--- config.mk ---
export PLATFORM = sky130hd
export DESIGN_NAME = gregorian_date_add_sub_days
export DESIGN_NICKNAME = d
export VERILOG_FILES = /design/src/hw/rtl/gdas_pkg.sv /design/src/hw/rtl/gdas_cal.sv /design/src/hw/rtl/gregorian_date_add_sub_days.sv
export SDC_FILE = /design/constraint.sdc
export NUM_CORES = 1
export LEC_CHECK = 0
export BUFFER_PORTS_ARGS = -buffer_cell sky130_fd_sc_hd__buf_2
export CORE_MARGIN = 4
export CORE_UTILIZATION = 45
export DETAILED_ROUTE_END_ITERATION = 16
export PLACE_DENSITY = 0.73
export SETUP_SLACK_MARGIN = 0.3
export SLEW_MARGIN = 20
export SYNTH_ARGS = -nofsm -noshare
export SYNTH_HDL_FRONTEND = slang
export SYNTH_SLANG_ARGS = --single-unit
--- constraint.sdc ---
create_clock -name i_clk -period 23.3 [get_ports i_clk]
set_input_delay 2.33 -clock i_clk [delete_from_list [all_inputs] [get_ports i_clk]]
set_output_delay 2.33 -clock i_clk [all_outputs]
set_load 0.01 [all_outputs]
--- src/hw/rtl/gdas_pkg.sv ---
// ----------------------------------------------------------------------------
// gdas_pkg
// Shared types, constants and the month-length table for the date adder.
// ----------------------------------------------------------------------------
package gdas_pkg;

    localparam int unsigned COUNT_BITS_DEF = 16;

    localparam int unsigned DAY_W   = 5;
    localparam int unsigned MONTH_W = 4;
    localparam int unsigned YEAR_W  = 14;
    localparam int unsigned MLEN_W  = 5;
    localparam int unsigned YLEN_W  = 9;

    localparam logic [YEAR_W-1:0]  YEAR_MIN   = 14'd1;
    localparam logic [YEAR_W-1:0]  YEAR_MAX   = 14'd9999;
    localparam logic [MONTH_W-1:0] MONTH_JAN  = 4'd1;
    localparam logic [MONTH_W-1:0] MONTH_FEB  = 4'd2;
    localparam logic [MONTH_W-1:0] MONTH_DEC  = 4'd12;

    localparam logic [YLEN_W-1:0]  YLEN_LEAP  = 9'd366;
    localparam logic [YLEN_W-1:0]  YLEN_NORM  = 9'd365;
    localparam logic [MLEN_W-1:0]  FEB_LEAP   = 5'd29;

    // Divisibility by 25: y * inv(25) mod 2^14 is at most floor((2^14-1)/25)
    localparam logic [YEAR_W-1:0]  INV25      = 14'd7209;
    localparam logic [YEAR_W-1:0]  DIV25_MAX  = 14'd655;

    typedef struct packed {
        logic              leap;
        logic [MLEN_W-1:0] mlen;
        logic [YLEN_W-1:0] ylen;
    } t_cal_info;

    typedef enum logic [5:0] {
        S_IDLE  = 6'b000001,
        S_CHECK = 6'b000010,
        S_DOY   = 6'b000100,
        S_YEAR  = 6'b001000,
        S_MONTH = 6'b010000,
        S_DONE  = 6'b100000
    } t_state;

    // Non-leap month length; out-of-range codes read as 31
    function automatic logic [MLEN_W-1:0] month_len_norm(input logic [MONTH_W-1:0] m);
        logic [MLEN_W-1:0] len;
        begin
            unique case (m)
                4'd2:                     len = 5'd28;
                4'd4, 4'd6, 4'd9, 4'd11:  len = 5'd30;
                default:                  len = 5'd31;
            endcase
            return len;
        end
    endfunction

endpackage

--- src/hw/rtl/gdas_cal.sv ---
// ----------------------------------------------------------------------------
// gdas_cal
// Leap-year rule, month length and year length for one year and month.
// ----------------------------------------------------------------------------
module gdas_cal
    import gdas_pkg::*;
(
    input  logic [YEAR_W-1:0]  i_year,
    input  logic [MONTH_W-1:0] i_month,
    output t_cal_info          o_info
);

    logic [2*YEAR_W-1:0] prod;
    logic [YEAR_W-1:0]   prod_lo;
    logic                div4;
    logic                div16;
    logic                div25;
    logic                leap;

    assign prod    = {{YEAR_W{1'b0}}, i_year} * {{YEAR_W{1'b0}}, INV25};
    assign prod_lo = prod[YEAR_W-1:0];
    assign div25   = (prod_lo <= DIV25_MAX);
    assign div4    = (i_year[1:0] == 2'b00);
    assign div16   = (i_year[3:0] == 4'b0000);
    assign leap    = (div4 && !div25) || (div16 && div25);

    always_comb begin
        o_info.leap = leap;
        o_info.ylen = leap ? YLEN_LEAP : YLEN_NORM;
        if (i_month == MONTH_FEB && leap) begin
            o_info.mlen = FEB_LEAP;
        end else begin
            o_info.mlen = month_len_norm(i_month);
        end
    end

endmodule

--- src/hw/rtl/gregorian_date_add_sub_days.sv ---
// ----------------------------------------------------------------------------
// gregorian_date_add_sub_days: Gregorian date plus or minus a day count
// One item at a time, set by the shared add/compare loop, which walks the months
// up to the start month, then the years, then the months of the result year; a
// malformed start date is flagged in the check state instead. The next item can be
// taken in the cycle after the result leaves.
// o_stall is high from acceptance until the result is taken. Reset clears it.
// ----------------------------------------------------------------------------
module gregorian_date_add_sub_days
    import gdas_pkg::*;
#(
    parameter int unsigned COUNT_BITS = COUNT_BITS_DEF
) (
    input  logic                  i_clk,
    input  logic                  i_rst_n,
    input  logic                  i_valid,
    output logic                  o_stall,
    input  logic                  i_op,
    input  logic [DAY_W-1:0]      i_start_day,
    input  logic [MONTH_W-1:0]    i_start_month,
    input  logic [YEAR_W-1:0]     i_start_year,
    input  logic [COUNT_BITS-1:0] i_day_count,
    output logic                  o_valid,
    input  logic                  i_stall,
    output logic [DAY_W-1:0]      o_result_day,
    output logic [MONTH_W-1:0]    o_result_month,
    output logic [YEAR_W-1:0]     o_result_year,
    output logic                  o_out_of_range
);

    localparam int unsigned REM_W = ((COUNT_BITS > YLEN_W) ? COUNT_BITS : YLEN_W) + 2;

    t_state                   r_state, n_state;
    logic                     r_op, n_op;
    logic [DAY_W-1:0]         r_day, n_day;
    logic [MONTH_W-1:0]       r_month, n_month;
    logic [YEAR_W-1:0]        r_syear, n_syear;
    logic [COUNT_BITS-1:0]    r_count, n_count;
    logic signed [REM_W-1:0]  r_rem, n_rem;
    logic [YEAR_W-1:0]        r_year, n_year;
    logic [MONTH_W-1:0]       r_mon, n_mon;
    logic [DAY_W-1:0]         r_res_day, n_res_day;
    logic [MONTH_W-1:0]       r_res_mon, n_res_mon;
    logic [YEAR_W-1:0]        r_res_year, n_res_year;
    logic                     r_flag, n_flag;

    logic [YEAR_W-1:0]        cal_year;
    logic [MONTH_W-1:0]       cal_month;
    t_cal_info                cal;
    logic signed [REM_W-1:0]  opnd;
    logic                     alu_sub;
    logic signed [REM_W-1:0]  sum;
    logic                     gt;
    logic                     apply_cnt;
    logic                     bad_date;

    assign cal_year  = (r_state == S_YEAR && r_op) ? (r_year - YEAR_MIN) : r_year;
    assign cal_month = (r_state == S_CHECK) ? r_month : r_mon;

    gdas_cal u_cal (
        .i_year  (cal_year),
        .i_month (cal_month),
        .o_info  (cal)
    );

    assign apply_cnt = (r_state == S_DOY) && (r_mon == r_month);

    // shared add/subtract and compare unit
    always_comb begin
        if (apply_cnt) begin
            opnd    = $signed({{(REM_W-COUNT_BITS){1'b0}}, r_count});
            alu_sub = r_op;
        end else if (r_state == S_YEAR) begin
            opnd    = $signed({{(REM_W-YLEN_W){1'b0}}, cal.ylen});
            alu_sub = !r_op;
        end else begin
            opnd    = $signed({{(REM_W-MLEN_W){1'b0}}, cal.mlen});
            alu_sub = (r_state == S_MONTH);
        end
    end

    assign sum = alu_sub ? (r_rem - opnd) : (r_rem + opnd);
    assign gt  = (r_rem > opnd);

    assign bad_date = (r_month < MONTH_JAN) || (r_month > MONTH_DEC)
                   || (r_syear < YEAR_MIN) || (r_syear > YEAR_MAX)
                   || (r_day == '0) || (r_day > cal.mlen);

    always_comb begin
        n_state    = r_state;
        n_op       = r_op;
        n_day      = r_day;
        n_month    = r_month;
        n_syear    = r_syear;
        n_count    = r_count;
        n_rem      = r_rem;
        n_year     = r_year;
        n_mon      = r_mon;
        n_res_day  = r_res_day;
        n_res_mon  = r_res_mon;
        n_res_year = r_res_year;
        n_flag     = r_flag;

        unique case (r_state)
            S_IDLE: begin
                if (i_valid) begin
                    n_op    = i_op;
                    n_day   = i_start_day;
                    n_month = i_start_month;
                    n_syear = i_start_year;
                    n_count = i_day_count;
                    n_rem   = $signed({{(REM_W-DAY_W){1'b0}}, i_start_day});
                    n_year  = i_start_year;
                    n_mon   = MONTH_JAN;
                    n_state = S_CHECK;
                end
            end
            S_CHECK: begin
                if (bad_date) begin
                    n_res_day  = r_day;
                    n_res_mon  = r_month;
                    n_res_year = r_syear;
                    n_flag     = 1'b1;
                    n_state    = S_DONE;
                end else begin
                    n_state = S_DOY;
                end
            end
            S_DOY: begin
                n_rem = sum;
                if (apply_cnt) begin
                    n_state = S_YEAR;
                end else begin
                    n_mon = r_mon + MONTH_JAN;
                end
            end
            S_YEAR: begin
                if (!r_op) begin
                    if (gt) begin
                        if (r_year >= YEAR_MAX) begin
                            n_res_day  = r_day;
                            n_res_mon  = r_month;
                            n_res_year = r_syear;
                            n_flag     = 1'b1;
                            n_state    = S_DONE;
                        end else begin
                            n_rem  = sum;
                            n_year = r_year + YEAR_MIN;
                        end
                    end else begin
                        n_mon   = MONTH_JAN;
                        n_state = S_MONTH;
                    end
                end else begin
                    if (r_rem[REM_W-1] || r_rem == '0) begin
                        if (r_year <= YEAR_MIN) begin
                            n_res_day  = r_day;
                            n_res_mon  = r_month;
                            n_res_year = r_syear;
                            n_flag     = 1'b1;
                            n_state    = S_DONE;
                        end else begin
                            n_rem  = sum;
                            n_year = cal_year;
                        end
                    end else begin
                        n_mon   = MONTH_JAN;
                        n_state = S_MONTH;
                    end
                end
            end
            S_MONTH: begin
                if (r_mon < MONTH_DEC && gt) begin
                    n_rem = sum;
                    n_mon = r_mon + MONTH_JAN;
                end else begin
                    n_res_day  = r_rem[DAY_W-1:0];
                    n_res_mon  = r_mon;
                    n_res_year = r_year;
                    n_flag     = 1'b0;
                    n_state    = S_DONE;
                end
            end
            S_DONE: begin
                if (!i_stall) begin
                    n_state = S_IDLE;
                end
            end
            default: begin
                n_state = S_IDLE;
            end
        endcase
    end

    always_ff @(posedge i_clk) begin
        if (!i_rst_n) begin
            r_state <= S_IDLE;
        end else begin
            r_state <= n_state;
        end
    end

    always_ff @(posedge i_clk) begin
        r_op       <= n_op;
        r_day      <= n_day;
        r_month    <= n_month;
        r_syear    <= n_syear;
        r_count    <= n_count;
        r_rem      <= n_rem;
        r_year     <= n_year;
        r_mon      <= n_mon;
        r_res_day  <= n_res_day;
        r_res_mon  <= n_res_mon;
        r_res_year <= n_res_year;
        r_flag     <= n_flag;
    end

    assign o_stall        = (r_state != S_IDLE);
    assign o_valid        = (r_state == S_DONE);
    assign o_result_day   = r_res_day;
    assign o_result_month = r_res_mon;
    assign o_result_year  = r_res_year;
    assign o_out_of_range = r_flag;

    a_busy_while_result: assert property (@(posedge i_clk) disable iff (!i_rst_n)
        o_valid |-> o_stall)
        else $error("input not stalled while a result is pending");

    a_good_result: assert property (@(posedge i_clk) disable iff (!i_rst_n)
        (o_valid && !o_out_of_range) |->
            (o_result_day != '0 && o_result_month >= MONTH_JAN
             && o_result_month <= MONTH_DEC && o_result_year >= YEAR_MIN
             && o_result_year <= YEAR_MAX))
        else $error("unflagged result is not a valid date");

    a_result_from_work: assert property (@(posedge i_clk) disable iff (!i_rst_n)
        $rose(o_valid) |-> $past(o_stall))
        else $error("result appeared without an item in progress");

endmodule

==> out/results.tsv, run 1 <==
stage	metric	value	unit
synth	Synth Area in Simple Gates	18.2	%
clock_tree	hold-fix buffers at CTS	0	
clock_tree	CTS Buf Count	9	
clock_tree	Clock Sinks	106	
setup_path	CP arrival	9.58	ns
power	PwrDens	146	nW/um^2
setup_path	Slowest-stage cell, CP	or4_1	
synth	count of cell types in the netlist	73	
global_routing	grt peak-use layer	met2	
setup_path	Crit path required time	23.35	ns
clock_tree	CTS tree	done	
global_routing	met3 usage	3.02	%
final_layout	final-stage net count	1032	
synth	main combinational cell family by area after synthesis	simple AND/OR/NAND/NOR gates	
synth	post-synthesis mux area share	1.70	%
placed_design	PortBufs	69	
global_routing	Tot GR Track Use	19.1	%
run	maxcap violations	0	
floorplanning	initial cell density of the core	45.9	%
global_routing	met2 usage in global routing	30.6	%
clock_tree	worst skew pair latency	0.36	ns
setup_path	CP Max Fanout	42	
routing	DR pass1 iterations	5	
final_layout	Final Core Density	50.8	%
global_routing	first-pass GRT wire length	30.7	mm
global_routing	grt ovf	0	
global_routing	met1 Use GR	26.7	%
timing	setup ws final	13.77	ns
placed_design	Placer Congestion	0.903	
setup_path	Setup crit start kind	flip-flop	
routing	drt drc	0	
timing	Max-slew headroom	36.7	%
synth	Synth Area per Inst	9.39	sq um
synth	sequential area share after synthesis	39.3	%
setup_path	WS Path Type	reg2reg	
synth	Post-synth EDFFs	100	
synth	register bit total from synthesis	106	
timing	total negative slack	0	ns
synth	Syn Nets	980	
timing	Setup Viol. Count Final	0	
timing	worst slew pin tran	0.949	ns
power	total leakage power	3.78	nW
timing	RSZ-0062 raised after global routing	no	
setup_path	most used cell along the critical path	ha_1	
setup_path	Worst path top cell family by delay	simple AND/OR/NAND/NOR gates	
global_routing	largest net degree at the start of global routing	43	
setup_path	RR Startpoint	r_state[4]	
global_routing	vias in the first global route	6033	
setup_path	worst reg2reg setup slack	13.77	ns
clock_tree	number of H-tree levels	3	
synth	xor and xnor area share after synthesis	6.29	%
clock_tree	Setup Buffers After CTS	0	
synth	post-synthesis compound-gate area fraction	13.4	%
synth	synthesized area	7940	sq um
timing	final slew viol count	0	
synth	yosys warns	0	
routing	starting DRC count in detailed routing	592	
global_routing	initial antenna violation count	0	
setup_path	Stages on worst setup path	33	
final_layout	synth-to-layout area growth	10.6	%
routing	routed vias	6299	
final_layout	layout cells sized above 1	13.1	%
setup_path	Worst Setup EP	r_rem[11]	
floorplanning	# IOs	70	
synth	Post-Synth Adder-Cell Area	15.4	%
power	Peak supply drop	0.000110	V
final_layout	Layout Cells excl Fill	1128	
floorplanning	Die ar.	19800	sq um
floorplanning	Core Region	17300	sq um
routing	final WL	18.6	mm
setup_path	CP max stage delay	0.75	ns
synth	Syn Inst Count	846	
floorplanning	die height	141	microns
setup_path	Buf+Inv Stages, Crit Path	4	
setup_path	Critical path origin	r_state[4]	
clock_tree	Reg clk slew, reported paths	0.08	ns
setup_path	crit end category	flip-flop	
routing	vias per std cell	5.58	
clock_tree	root buf cell	clkbuf_16	
placed_design	DP Area	8470	sq um
floorplanning	num rows	48	
setup_path	r2r endpoint	r_rem[11]	
timing	Fmax	0.105	GHz
hold_path	hold crit path type	reg2reg	
run_status	status	completed	
timing	Period minus WS final	9.53	ns
placed_design	post-DP HPWL	14.1	mm
setup_path	Register-to-Register Path Depth	33	
synth	most common flop cell mapped by yosys	edfxtp_1	
final_layout	fin area	8780	sq um
synth	asr flop ratio synth	0	%
clock_tree	clock buffer depth	2	
timing	clk_skew	0.0102	ns
floorplanning	die span in x	141	microns
placed_design	# placed instances	1112	
routing	ANT nets after route	0	
timing	crit share post-route	40.9	%
routing	Avg WL per Cell	16.5	microns
timing	final number of hold-violating endpoints	0	
final_layout	# diodes	0	
placed_design	Place WS	13.63	ns
clock_tree	post-cts sizing count	0	
==> stage by stage <==
stage | hold WS (ns) | power, mW
finish | 0.558 | 1.28
global route | 0.590 | 1.40
CTS | 0.560 | 1.28
detailed placement | 0.543 | 1.11
global placement | 0.535 | 1.09
floorplan | 0.499 | 0.941
==> how the worst min path moves through the flow <==
stage / endpoint / from / slack [ns] / depth (start not counted)
after floorplan: r_state[3] / r_state[3] / 0.50 / 2
after global placement: o_result_year[11] / r_syear[11] / 0.53 / 2
after detailed placement: o_result_year[7] / r_syear[7] / 0.54 / 2
after CTS: o_result_year[7] / r_syear[7] / 0.56 / 2
after global routing: o_result_year[12] / r_syear[12] / 0.59 / 2
final: o_result_year[7] / r_syear[7] / 0.56 / 2
==> power by group <==
part | internal [mW] | switching (mW) | total [mW]
clock network | 0.0814 | 0.0759 | 0.157
logic | 0.337 | 0.448 | 0.786
registers | 0.278 | 0.0600 | 0.338
==> metal layers <==
layer,up-vias,routed length (microns)
li1,3082,-
met1,2990,8470
met2,204,8600
met3,23,1200
met4,0,302
met5,-,0
==> synth_stat cells, types with 7 or more instances <==
| cell type | instances | area [sq um] |
|---|---|---|
| nand2_1 | 132 | 495 |
| edfxtp_1 | 100 | 3000 |
| ha_1 | 77 | 963 |
| inv_1 | 75 | 282 |
| nor2_1 | 72 | 270 |
| o21ai_0 | 47 | 235 |
| a21oi_1 | 44 | 220 |
| xnor2_1 | 36 | 315 |
| clkbuf_1 | 29 | 109 |
| xor2_1 | 21 | 184 |
| nor4_1 | 15 | 93.8 |
| nor3_1 | 14 | 70.1 |
| fa_1 | 13 | 260 |
| nand3_1 | 11 | 55.1 |
| mux2i_1 | 9 | 90.1 |
| nand4_1 | 8 | 50.1 |
| nor3b_1 | 8 | 60.1 |
| o31ai_1 | 7 | 52.6 |
==> registers in the layout, summed over array words and instances, names as in the netlist, 4 cells and up <==
signal and cells:
r_state 6, r_mon 4, r_rem 18, r_month 4, r_year 14, r_day 5
r_count 16, o_result_year 14, r_syear 14, o_result_day 5, o_result_month 4
==> cell type report <==
class | count | area, sq um
Clock buffer | 10 | 250
Clock inverter | 6 | 51.3
Fill cell | 1591 | 8520
Timing Repair Buffer | 77 | 405
Multi-Input combinational cell | 629 | 4390
Inverter | 75 | 282
Sequential cell | 106 | 3120
Tap cell | 225 | 282
==> worst reg2reg max path: cells and delay by family (launching register included) <==
kind            cells  cell delay [ns]
compound gates     11             2.41
buf+inv             4             0.75
flops               1             0.34
xor+xnor            2             0.37
simple gates        8             2.70
mux                 1             0.18
fa+ha+maj           7             2.50
==> cell families (layout without fill, tap and decap cells) <==
family / after synthesis / count (layout)
simple gates: 304 / 304
compound gates: 165 / 165
mux: 13 / 13
xor+xnor: 57 / 57
flops: 106 / 106
fa+ha+maj: 90 / 90
buf+inv: 111 / 168
==> cells in the final DEF (no fill, tap or decap), types with 7 or more instances in the layout <==
| master | count |
|---|---|
| nor2_1 | 70 |
| o21ai_0 | 47 |
| nor3_1 | 14 |
| xnor2_1 | 36 |
| o31ai_1 | 7 |
| a21oi_1 | 44 |
| edfxtp_1 | 100 |
| mux2i_1 | 9 |
| buf_2 | 69 |
| nor4_1 | 15 |
| nand2_1 | 132 |
| xor2_1 | 21 |
| fa_1 | 13 |
| buf_4 | 8 |
| clkbuf_16 | 10 |
| ha_1 | 77 |
| nand3_1 | 11 |
| nor3b_1 | 7 |
| inv_1 | 75 |
| nand4_1 | 8 |
Note: power is estimated with default switching activity, not from simulation.
==> inputs of run 2 (changes only) <==
--- a/config.mk
+++ b/config.mk
@@ -9,7 +9,7 @@
 export CORE_MARGIN = 4
 export CORE_UTILIZATION = 45
 export DETAILED_ROUTE_END_ITERATION = 16
-export PLACE_DENSITY = 0.73
+export PLACE_DENSITY = 0.75
 export SETUP_SLACK_MARGIN = 0.3
 export SLEW_MARGIN = 20
 export SYNTH_ARGS = -nofsm -noshare
==> constraint.sdc (replaced) <==
create_clock -name i_clk -period 8.6 [get_ports i_clk]
set_input_delay 0.86 -clock i_clk [delete_from_list [all_inputs] [get_ports i_clk]]
set_output_delay 0.86 -clock i_clk [all_outputs]
set_load 0.01 [all_outputs]
==> out/results.tsv, run 2 (same netlist as run 1, synthesis figures left out) <==
stage	metric	value	unit
power	Total Power	3.98	mW
setup_path	Setup crit start kind	flip-flop	
clock_tree	Clock Sinks	106	
placed_design	DP Area	8620	sq um
global_routing	met2 usage in global routing	30.4	%
final_layout	Final Core Density	54.4	%
final_layout	synth-to-layout area growth	18.5	%
global_routing	initial antenna violation count	0	
clock_tree	CTS Buf Count	9	
routing	vias per std cell	5.59	
global_routing	met1 Use GR	27.1	%
clock_tree	Reg clk slew, reported paths	0.08	ns
routing	routed vias	6472	
final_layout	Fillers	1489	
setup_path	CP max stage delay	0.56	ns
routing	ANT nets after route	0	
timing	Fmax	0.123	GHz
timing	Period minus WS final	8.13	ns
global_routing	met3 usage	3.73	%
setup_path	Crit path required time	8.69	ns
timing	final number of hold-violating endpoints	0	
placed_design	# placed instances	1124	
floorplanning	# IOs	70	
final_layout	fin area	9410	sq um
run_status	status	completed	
power	PwrDens	423	nW/um^2
hold_path	hold crit path type	reg2reg	
final_layout	Largest regs	r_rem (18), r_count (16)	
placed_design	Placer Congestion	0.928	
timing	RSZ-0062 raised after global routing	yes	
final_layout	# diodes	0	
timing	setup ws final	0.475	ns
clock_tree	CTS tree	done	
routing	drt drc	0	
clock_tree	clock buffer depth	2	
placed_design	post-DP HPWL	14.2	mm
final_layout	commonest non-fill, non-tap cell in the layout	nand2_1	
routing	DR pass1 iterations	5	
final_layout	max reg flops	18	
timing	Max-slew headroom	35.7	%
timing	worst slew pin tran	0.964	ns
final_layout	final-stage net count	1062	
floorplanning	num rows	48	
routing	final WL	19.4	mm
floorplanning	Core Region	17300	sq um
timing	WHS	0.560	ns
final_layout	Layout Cells excl Fill	1158	
floorplanning	Die ar.	19800	sq um
final_layout	commonest cells after routing, fill and taps aside	130 x nand2_1, 100 x edfxtp_1, 72 x inv_1, 69 x nor2_1, 69 x buf_2	
clock_tree	hold-fix buffers at CTS	0	
floorplanning	die height	141	microns
clock_tree	worst skew pair latency	0.37	ns
power	total leakage power	4.01	nW
global_routing	largest net degree at the start of global routing	41	
global_routing	first-pass GRT wire length	31.2	mm
setup_path	crit end category	flip-flop	
global_routing	vias in the first global route	6138	
timing	Setup Viol. Count Final	0	
global_routing	grt ovf	0	
clock_tree	number of H-tree levels	3	
setup_path	Slowest-stage cell, CP	or4_4	
timing	crit share post-route	94.5	%
floorplanning	initial cell density of the core	45.9	%
timing	clk_skew	0.00601	ns
placed_design	PortBufs	69	
placed_design	Place WS	-0.271	ns
clock_tree	root buf cell	clkbuf_16	
power	Peak supply drop	0.000282	V
final_layout	layout cells sized above 1	21.1	%
routing	starting DRC count in detailed routing	596	
global_routing	grt peak-use layer	met2	
setup_path	WS Path Type	reg2reg	
timing	total negative slack	0	ns
run	maxcap violations	0	
setup_path	CP arrival	8.22	ns
global_routing	Tot GR Track Use	19.3	%
timing	final slew viol count	0	
final_layout	Biggest register	r_rem	
routing	Avg WL per Cell	16.7	microns
setup_path	CP Max Fanout	6	
floorplanning	die span in x	141	microns
[run 2: critical path, delay by kind of cell (launching register included)]
family / cells / cell delay [ns]
and+or+nand+nor: 10 / 2.66
adders and majority gates: 6 / 1.87
AOI/OAI and AO/OA: 9 / 1.70
buffers and inverters: 6 / 0.72
DFF: 1 / 0.35
xor gates and xnor gates: 2 / 0.33
muxes: 1 / 0.18
[run 2: repair_timing]
action | 4_1_cts | 5_1_grt
setup endpoints to repair | 70 | 73
buffers inserted | 2 | 15
resized for setup | 10 | 49
pin swaps | 3 | 31
cloned | 0 | 1
[run 2: final timing paths]
path               from  depth (start not counted)               end  slack [ns]
min          r_syear[6]                          2  o_result_year[6]        0.56
max          r_state[5]                         34         r_rem[16]        0.47
min reg2reg  r_syear[6]                          2  o_result_year[6]        0.56
max reg2reg  r_state[5]                         34         r_rem[16]        0.47
[run 2: cell type report]
| class | instances | area, sq um | area share (%) |
|---|---|---|---|
| inverters | 75 | 282 | 2.99 |
| clock inverters | 7 | 80.1 | 0.851 |
| flip-flops and latches | 106 | 3120 | 33.2 |
| clock buffers | 9 | 225 | 2.39 |
| multi-input cells | 629 | 4730 | 50.3 |
| repair buffers | 107 | 689 | 7.32 |
| well taps | 225 | 282 | 2.99 |
[run 2: layer usage]
layer  part of all wire [%]  routed length [microns]  vias to the layer above
li1                       -                        -                     3139
met1                     44                     8480                     3067
met2                     47                     9060                      235
met3                    7.4                     1430                       31
met4                    2.0                      394                        0
met5                      0                        0                        -
[run 2: power by group]
group | switching, mW | internal (mW) | leakage, nW
logic | 1.44 | 1.22 | 2.87
clock network | 0.219 | 0.208 | 0.146
registers | 0.141 | 0.753 | 0.995
==> inputs of run 3 (changes only) <==
--- a/config.mk
+++ b/config.mk
@@ -6,7 +6,7 @@
 export NUM_CORES = 1
 export LEC_CHECK = 0
 export BUFFER_PORTS_ARGS = -buffer_cell sky130_fd_sc_hd__buf_2
-export CORE_MARGIN = 4
+export CORE_MARGIN = 2
 export CORE_UTILIZATION = 45
 export DETAILED_ROUTE_END_ITERATION = 16
 export PLACE_DENSITY = 0.75
@@ -15,3 +15,4 @@
 export SYNTH_ARGS = -nofsm -noshare
 export SYNTH_HDL_FRONTEND = slang
 export SYNTH_SLANG_ARGS = --single-unit
+export TNS_END_PERCENT = 1
==> out/results.tsv, run 3 (same netlist as run 1, synthesis figures left out) <==
stage	metric	value	unit
routing	Avg WL per Cell	17.1	microns
final_layout	Layout Cells excl Fill	1164	
final_layout	max reg flops	18	
global_routing	vias in the first global route	6229	
power	Total Power	3.83	mW
setup_path	Register-to-Register Path Depth	35	
run_status	status	completed	
global_routing	grt ovf	0	
placed_design	Placer Congestion	0.984	
timing	Fmax	0.124	GHz
floorplanning	# IOs	70	
timing	clk_skew	0.0134	ns
power	register share of total power	23.3	%
setup_path	most used cell along the critical path	ha_1	
routing	vias per std cell	5.70	
power	Peak supply drop	0.000280	V
timing	RSZ-0062 raised after global routing	yes	
clock_tree	CTS Buf Count	9	
run	maxcap violations	0	
final_layout	Largest regs	r_rem (18), r_count (16)	
final_layout	layout cells sized above 1	20.2	%
timing	final number of hold-violating endpoints	0	
floorplanning	num rows	48	
placed_design	PortBufs	69	
final_layout	final-stage net count	1068	
floorplanning	Die ar.	18700	sq um
final_layout	Biggest register	r_rem	
setup_path	CP max stage delay	0.58	ns
setup_path	CP arrival	8.18	ns
global_routing	largest net degree at the start of global routing	41	
timing	crit share post-route	94.1	%
final_layout	commonest cells after routing, fill and taps aside	130 x nand2_1, 100 x edfxtp_1, 74 x inv_1, 73 x ha_1, 70 x nor2_1	
clock_tree	clock buffer depth	2	
power	total leakage power	4.03	nW
routing	ANT nets after route	0	
final_layout	commonest non-fill, non-tap cell in the layout	nand2_1	
routing	drt drc	0	
power	PwrDens	409	nW/um^2
routing	starting DRC count in detailed routing	643	
placed_design	# placed instances	1123	
setup_path	crit end category	flip-flop	
final_layout	# diodes	0	
power	Net Sw Frac	46.1	%
power	Clk pwr share	11.4	%
floorplanning	die height	137	microns
hold_path	hold crit path type	reg2reg	
setup_path	WS Path Type	reg2reg	
setup_path	Setup crit start kind	flip-flop	
global_routing	met1 Use GR	27.8	%
timing	Period minus WS final	8.09	ns
timing	final slew viol count	0	
clock_tree	number of H-tree levels	3	
global_routing	grt peak-use layer	met2	
setup_path	CP Max Fanout	12	
hold_path	Worst Hold Path Cells	2	
floorplanning	initial cell density of the core	45.9	%
global_routing	Tot GR Track Use	21.0	%
power	Comb pwr share	65.2	%
clock_tree	Clock Sinks	106	
power	Int Power	2.06	mW
routing	routed vias	6640	
timing	Max-slew headroom	37.7	%
final_layout	synth-to-layout area growth	18.0	%
global_routing	initial antenna violation count	0	
global_routing	first-pass GRT wire length	30.8	mm
placed_design	post-DP HPWL	14.3	mm
clock_tree	worst skew pair latency	0.37	ns
timing	worst slew pin tran	0.934	ns
clock_tree	Reg clk slew, reported paths	0.08	ns
setup_path	Slowest-stage cell, CP	or4_4	
global_routing	met3 usage	3.78	%
global_routing	met2 usage in global routing	34.7	%
power	net switching power	1.77	mW
timing	Setup Viol. Count Final	0	
setup_path	worst reg2reg setup slack	0.51	ns
clock_tree	root buf cell	clkbuf_16	
setup_path	Crit path required time	8.68	ns
routing	DR pass1 iterations	6	
floorplanning	die span in x	137	microns
routing	final WL	19.9	mm
floorplanning	Core Region	17300	sq um
clock_tree	CTS tree	done	
[run 3: cell count changes in the layout (fill, tap and decap cells not counted), moves of 2 or more]
cell / previous run / this run
ha_1: 64 / 73
inv_2: 3 / 1
xnor2_2: 3 / 1
ha_4: 11 / 2
clkinv_8: 2 / 4
buf_4: 33 / 37
buf_6: 1 / 3
inv_1: 72 / 74
[run 3: what timing repair did]
action / CTS / global route
gates resized for setup: 10 / 42
setup buffers: 1 / 23
pin swaps: 2 / 29
hold buffers: 0 / 0
cloned: 0 / 1
endpoints found under the hold margin: 0 / 0
setup endpoints to repair: 71 / 74
[run 3: layout make-up]
| type | instances | area [sq um] |
|---|---|---|
| fillers | 1473 | 7920 |
| multi-input cells | 629 | 4630 |
| flip-flops and latches | 106 | 3130 |
| repair buffers | 113 | 737 |
| inverters | 75 | 282 |
| well taps | 225 | 282 |
| clock buffers | 9 | 225 |
| clock inverters | 7 | 93.8 |
[run 3: power by group through the flow]
stage / clock network [mW] / logic (mW) / registers, mW
2_1_floorplan: 0 / 1.71 / 0.840
3_3_place_gp: 0 / 2.11 / 0.900
3_5_place_dp: 0 / 2.18 / 0.900
4_1_cts: 0.448 / 2.24 / 0.893
5_1_grt: 0.460 / 2.79 / 0.911
6_report: 0.437 / 2.50 / 0.894
[run 3: path summary, 6_finish.rpt]
path,startpoint,endpoint
worst min register to register,r_syear[12],o_result_year[12]
worst max register to register,r_state[1],o_result_month[2]
worst min-delay path,r_syear[12],o_result_year[12]
worst max-delay path,r_state[1],o_result_month[2]
[run 3: critical path: cells and delay by family (launching register included)]
kind	cells	cell delay [ns]
buffers and inverters	5	0.68
and+or+nand+nor	10	2.17
muxes	1	0.19
xor gates and xnor gates	2	0.36
AOI/OAI and AO/OA	10	1.91
DFF	1	0.34
adders and majority gates	7	2.16
[run 3: per-layer routing]
metal | up-vias | wire (microns)
met5 | - | 0
met4 | 0 | 474
met3 | 53 | 1370
met2 | 282 | 9450
met1 | 3160 | 8630
li1 | 3145 | -
[run 3: through the flow]
stage	hold slack [ns]	TNS, ns	util [%]	setup slack (ns)	area (sq um)
after floorplan	0.499	0	-	0.126	7950
after global placement	0.531	0	49.7	0.0352	8590
after detailed placement	0.546	-13.24	49.7	-0.247	8590
after CTS	0.562	0	51.8	0.236	8960
after global routing	0.597	0	54.2	0.0949	9370
final	0.559	0	54.2	0.506	9370
